==> src/rkse_ram.sv <==
`default_nettype none

// Simple dual-read RAM: one write port, two read ports, registered read data.
module rkse_ram #(
  parameter int WIDTH = 8,
  parameter int DEPTH = 16
) (
  input  logic                                   clk,
  input  logic                                   we,
  input  logic [((DEPTH > 1) ? $clog2(DEPTH) : 1)-1:0] waddr,
  input  logic [WIDTH-1:0]                       wdata,
  input  logic [((DEPTH > 1) ? $clog2(DEPTH) : 1)-1:0] raddr_a,
  output logic [WIDTH-1:0]                       rdata_a,
  input  logic [((DEPTH > 1) ? $clog2(DEPTH) : 1)-1:0] raddr_b,
  output logic [WIDTH-1:0]                       rdata_b
);

  logic [WIDTH-1:0] mem [DEPTH];

  always_ff @(posedge clk) begin
    if (we) begin
      mem[waddr] <= wdata;
    end
    rdata_a <= mem[raddr_a];
    rdata_b <= mem[raddr_b];
  end

endmodule

`default_nettype wire

==> config.mk <==
export PLATFORM = sky130hd
export DESIGN_NAME = rkse_ram
export DESIGN_NICKNAME = d
export VERILOG_FILES = /design/src/rkse_ram.sv
export SDC_FILE = /design/constraint.sdc
export NUM_CORES = 1
export LEC_CHECK = 0
export BUFFER_PORTS_ARGS = -buffer_cell sky130_fd_sc_hd__buf_4
export CAP_MARGIN = 20
export CORE_MARGIN = 2
export CORE_UTILIZATION = 24
export DETAILED_ROUTE_END_ITERATION = 7
export GPL_ROUTABILITY_DRIVEN = 0
export SKIP_LAST_GASP = 1
export SYNTH_ARGS = -nofsm -noshare
export SYNTH_HDL_FRONTEND = slang
export SYNTH_SLANG_ARGS = --single-unit
==> constraint.sdc <==
create_clock -name clk -period 2.2 [get_ports clk]
set_input_delay 0.22 -clock clk [delete_from_list [all_inputs] [get_ports clk]]
set_output_delay 0.22 -clock clk [all_outputs]
set_load 0.01 [all_outputs]
==> impl_metrics.ini, run 1 <==
[clocking]
cts_tree = done
numCtsBuffers = 17
cts_resized = 0
post_cts_buffers = 0
cts_hold_buf = 0
clkTransAtPathRegs_ns = 0.06
htree_levels = 4
insertion_delay_ns = 0.41
cts_num_sinks = 144
clockBufferDepth = 2
cts_root_buffer = clkbuf_16

[critical_path]
crit_type = flip-flop to flip-flop
end_kind = flip-flop
crit_fanout = 2
worst_ep_arrival_time_ns = 1.73
crit_slowest_cell = mux4_4
crit_start = mem[0][7]
slowest_delay_ns = 0.60
cp-start-kind = flip-flop
r2r-start = mem[0][7]
crit_path_cell_trace = mux4_4 -> a22oi_1 -> nand2_1
worstPathRequired_ns = 2.47
r2r_setup_slack_ns = 0.74

[detailed_routing]
routed-wl-met3_um = 1310
drc = 0
first_iter_violations = 404
top_layer_used = met5
via_per_inst = 4.88
ant_nets = 0
num_vias = 3486
routedWlPerCell_um = 21.9
drtPass1Iterations = 5
wl_met2_um = 6960
wl_met1_um = 7160
wl_um = 15700

[die]
row_count = 59
io_pins = 38
die_h_um = 167
start_util_pct = 24.4
die_w_um = 167
dieArea_um2 = 27800
coreArea_um2 = 26000

[timing]
hold-worst-slack_ns = 0.100
setup_violations = 0
fin_crit_ns = 1.46
fmax_mhz = 684
slew_headroom_pct = 57.8
finalHoldViolations = 0
skew_ns = 0.00797
rsz0062_at_grt = false
slew_violations = 0
final.setup.tns_ns = 0
fin_crit_sh_pct = 66.5
worstMarginPinSlew_ns = 0.633

[grt]
grt_first_pass_wirelength_um = 22900
grt_overflow_total = 0
antenna_found_initial = 1
grtUsageTotal_pct = 11.4
grt_start_max_net_pins = 33
grt_pass1_vias = 3455

[layout]
layout_commonest_cell = edfxtp_1
fillers = 2539
final_layout_size_suffix_gt1_share_pct = 32.4
diodes = 0
nets = 389
areaGrowthSynthToFinish_pct = 21.0
final_util_pct = 29.5
final_cell_mix = 128 x edfxtp_1, 59 x buf_4, 34 x mux4_2
stdcell_count = 715

[yosys]
syn_area_um2 = 6350
synth_nets = 329
yosysTopAreaCell = edfxtp_1
synth_seq_cells = 144
yosysWarnings = 0
synth.area.top_cells = edfxtp_1 61%, mux4_2 12%, mux4_1 12%
ys_types = 20
syn_avg_cell_area_um2 = 20.7
seq_area_frac_synth_pct = 65.6
synthCells = 307
yosys.area.top_type_share_pct = 60.6

[outcome]
status = complete, no violations

[place]
post-dp-hpwl_um = 9780
portBuffers = 37
placedCellCount = 683

[power_and_ir_drop]
pwr_density_cell_nw_per_um2 = 851
p_total_mw = 6.53
leakage_nw = 2.59
ir_worst_vdd_mv = 0.545

[min_path]
hp-class = input port to flip-flop
hp-start = wdata[7]

[flow_run]
drv_cap = 0
==> where the power goes <==
group          leakage [nW]  internal [mW]  switching (mW)  total, mW
clock                 0.277           1.88            1.05       2.93
sequential             1.29           3.06          0.0334       3.09
combinational          1.02          0.243           0.265      0.508
total                  2.59           5.18            1.35       6.53
==> routing by layer <==
metal,GRT usage (%),vias to the layer above
li1,-,1460
met1,16.9,1846
met2,16.6,158
met3,3.18,20
met4,2.85,2
met5,0,-
==> kinds of logic after synthesis <==
group / count (synthesis) / share of synthesized area, %
AOI/OAI and AO/OA: 32 / 3.79
and+or+nand+nor: 47 / 3.43
buffers and inverters: 20 / 2.72
muxes: 64 / 24.4
DFF: 144 / 65.6
==> critical path: cells and delay by family (launching register included) <==
kind | cells | cell delay (ns)
muxes | 1 | 0.60
DFF | 1 | 0.39
AOI/OAI and AO/OA | 1 | 0.20
and+or+nand+nor | 1 | 0.13
==> layout make-up <==
cell class,count,area [um2],share of cell area [%]
Multi-Input combinational cell,143,2010,26.2
Timing Repair Buffer,61,483,6.29
Sequential cell,144,4160,54.2
Clock buffer,19,433,5.64
Tap cell,335,419,5.46
Clock inverter,13,169,2.20
==> flip-flops by register name, summed over array words and instances, names as in the netlist <==
name / flops
mem: 128
rdata_a: 8
rdata_b: 8
==> cells in the mapped netlist (all sizes together) <==
master / number
buf: 14
nand2b: 2
nand2: 17
mux4: 64
nand3: 1
edfxtp: 128
dfxtp: 16
clkdlybuf4s25: 6
nor2: 14
and2: 2
a22oi: 32
nand3b: 2
nor3: 4
or3b: 1
nor2b: 2
and2b: 2
==> worst paths after layout <==
check	end	depth (start not counted)
min reg2reg	rdata_b[2]	3
max	rdata_b[7]	3
min	mem[9][7]	1
max reg2reg	rdata_b[7]	3
==> metrics by stage <==
stage | setup WS, ns | instance area [um2]
6_report | 0.738 | 7680
5_1_grt | 0.674 | 7680
3_5_place_dp | 0.441 | 7080
2_1_floorplan | 0.487 | 6350
4_1_cts | 0.749 | 7680
3_3_place_gp | 0.443 | 7080
Power figures use the tool's default switching activity.
==> run 2: changes to the inputs <==
--- a/config.mk
+++ b/config.mk
@@ -5,6 +5,7 @@
 export SDC_FILE = /design/constraint.sdc
 export NUM_CORES = 1
 export LEC_CHECK = 0
+export ABC_AREA = 1
 export BUFFER_PORTS_ARGS = -buffer_cell sky130_fd_sc_hd__buf_4
 export CAP_MARGIN = 20
 export CORE_MARGIN = 2
==> constraint.sdc (replaced) <==
create_clock -name clk -period 1.3 [get_ports clk]
set_input_delay 0.13 -clock clk [delete_from_list [all_inputs] [get_ports clk]]
set_output_delay 0.13 -clock clk [all_outputs]
set_load 0.01 [all_outputs]
==> impl_metrics.ini, run 2 <==
[detailed_routing]
via_per_inst = 4.59
num_vias = 5985
routedWlPerCell_um = 16.0
first_iter_violations = 677
ant_nets = 0
drc = 0
drtPass1Iterations = 5
wl_um = 20900

[layout]
top_register = mem
stdcell_count = 1303
seqCellArea_um2 = 4160
layout_commonest_cell = nand2_1
multi_input_area_um2 = 2240
largest_reg_flops = 128
nets = 923
areaGrowthSynthToFinish_pct = 19.1
diodes = 0
fillers = 3064
reg_top3 = mem: 128 flops, rdata_a: 8 flops, rdata_b: 8 flops
final_cell_mix = 277 x nand2_1, 225 x nand3_1, 134 x inv_1
final_layout_size_suffix_gt1_share_pct = 12.0

[timing]
slew_violations = 0
fin_crit_ns = 1.12
slew_headroom_pct = 76.7
finalHoldViolations = 0
rsz0062_at_grt = false
skew_ns = 0.00655
final.setup.tns_ns = 0
worstMarginPinSlew_ns = 0.349
fmax_mhz = 893
hold-worst-slack_ns = 0.0370
setup_violations = 0
fin_crit_sh_pct = 86.2

[yosys]
syn_area_um2 = 7260
netlist_top_cells_count = 277 x nand2_1, 225 x nand3_1, 134 x inv_1, 128 x edfxtp_1, 26 x buf_2
synth-edff-count = 128
ys_types = 13
syn_avg_cell_area_um2 = 8.53
synthCells = 851
yosys.area.top_type_share_pct = 52.9
seq_area_frac_synth_pct = 57.4
synth_most_common_cell = nand2_1
synthArstFlopShare_pct = 0
yosysTopAreaCell = edfxtp_1
ys.flop_type = edfxtp_1
yosysWarnings = 0
synth_nets = 873
synth_seq_cells = 144
synth.area.top_cells = edfxtp_1 53%, nand3_1 16%, nand2_1 14%

[outcome]
status = complete, no violations

[clocking]
clkTransAtPathRegs_ns = 0.06
cts_tree = done
cts_resized = 0
clockBufferDepth = 2
numCtsBuffers = 17
htree_levels = 4
cts_root_buffer = clkbuf_16
cts_hold_buf = 0
insertion_delay_ns = 0.42
cts_num_sinks = 144
post_cts_buffers = 0

[critical_path]
crit_type = flip-flop to output port
crit_family = flip-flops
slowest_delay_ns = 0.41
crit_path_cell_trace = buf_4
path_buf_inv = 1
crit_slowest_cell = dfxtp_1
worstPathRequired_ns = 1.17
worst_ep_arrival_time_ns = 0.99
end_kind = output port
cp-start-kind = flip-flop
crit_fanout = 1

[power_and_ir_drop]
ir_worst_vdd_mv = 0.786
p_total_mw = 10.8
combPwrFrac_pct = 10.9
p_sw_mw = 2.62
intPower_mw = 8.16
pwr_density_cell_nw_per_um2 = 1250
switching_share_pct = 24.3
clkPwrFrac_pct = 40.6
leakage_nw = 3.83
p_seq_share_pct = 48.5

[grt]
grt_start_max_net_pins = 46
grt_first_pass_wirelength_um = 32000
grtUsageTotal_pct = 13.6
grt_overflow_total = 0
grt_pass1_vias = 5612
antenna_found_initial = 0

[min_path]
hp-class = input port to flip-flop

[die]
die_h_um = 178
die_w_um = 178
coreArea_um2 = 29700
io_pins = 38
row_count = 63
start_util_pct = 24.4
dieArea_um2 = 31700

[place]
post-dp-hpwl_um = 14300
placedCellCount = 1272
portBuffers = 37

[flow_run]
drv_cap = 0
## run 2: cell count changes after synthesis, moves of 3 or more
cell,delta
nand3_1,+224
inv_1,+134
clkbuf_1,+3
nor3_1,-4
mux4_1,-28
a22oi_1,-32
buf_6,+8
nor2_1,+3
clkdlybuf4s25_2,-6
nand2_1,+260
buf_2,+20
inv_2,+4
mux4_2,-34
## run 2: per-stage QoR
stage	setup WS (ns)	cell area (um2)	util, %
after global routing	0.174	8650	29.1
final	0.180	8650	29.1
after CTS	0.192	8650	29.1
after floorplan	0.219	7260	-
after global placement	0.0736	8120	27.3
after detailed placement	0.0662	8120	27.3
## run 2: cell families (layout without fill, tap and decap cells)
group,count (synthesis),in the layout,share of synthesized area (%)
and+or+nand+nor,521,521,30.9
buffers and inverters,186,248,11.7
DFF,144,144,57.4
## run 2: final cells by class
type | count | share of cell area [%]
clock inverters | 14 | 1.17
multi-input cells | 521 | 26.0
inverters | 138 | 5.99
well taps | 390 | 5.64
flip-flops and latches | 144 | 48.2
repair buffers | 79 | 8.16
clock buffers | 17 | 4.92
## run 2: power by group through the flow
| stage | Sequential (mW) | Combinational (mW) | Clock [mW] |
|---|---|---|---|
| floorplan | 5.33 | 0.652 | 0 |
| global placement | 5.33 | 1.16 | 0 |
| detailed placement | 5.33 | 1.17 | 0 |
| CTS | 5.23 | 1.17 | 4.47 |
| global route | 5.24 | 1.29 | 4.65 |
| finish | 5.23 | 1.18 | 4.38 |
## run 2: final timing paths
path | slack [ns] | end | from | cells past startpoint
max | 0.18 | rdata_b[1] | rdata_b[1] | 1
min | 0.04 | mem[1][4] | wdata[4] | 1
max reg2reg | 0.24 | rdata_b[7] | mem[1][7] | 6
min reg2reg | 0.69 | rdata_b[6] | mem[10][6] | 6
## run 2: worst reg2reg max path, stage by stage (launching register included)
cell	delay (ns)
edfxtp_1	0.37
inv_1	0.08
nand2_1	0.05
nand3_1	0.08
nand3_1	0.13
nand3_1	0.16
nand2_1	0.08
## run 2: per-layer routing
layer | global-route usage [%] | wire [um]
met2 | 20.9 | 9600
met5 | 0 | 0
met3 | 2.61 | 1800
met4 | 5.64 | 605
met1 | 18.6 | 8860
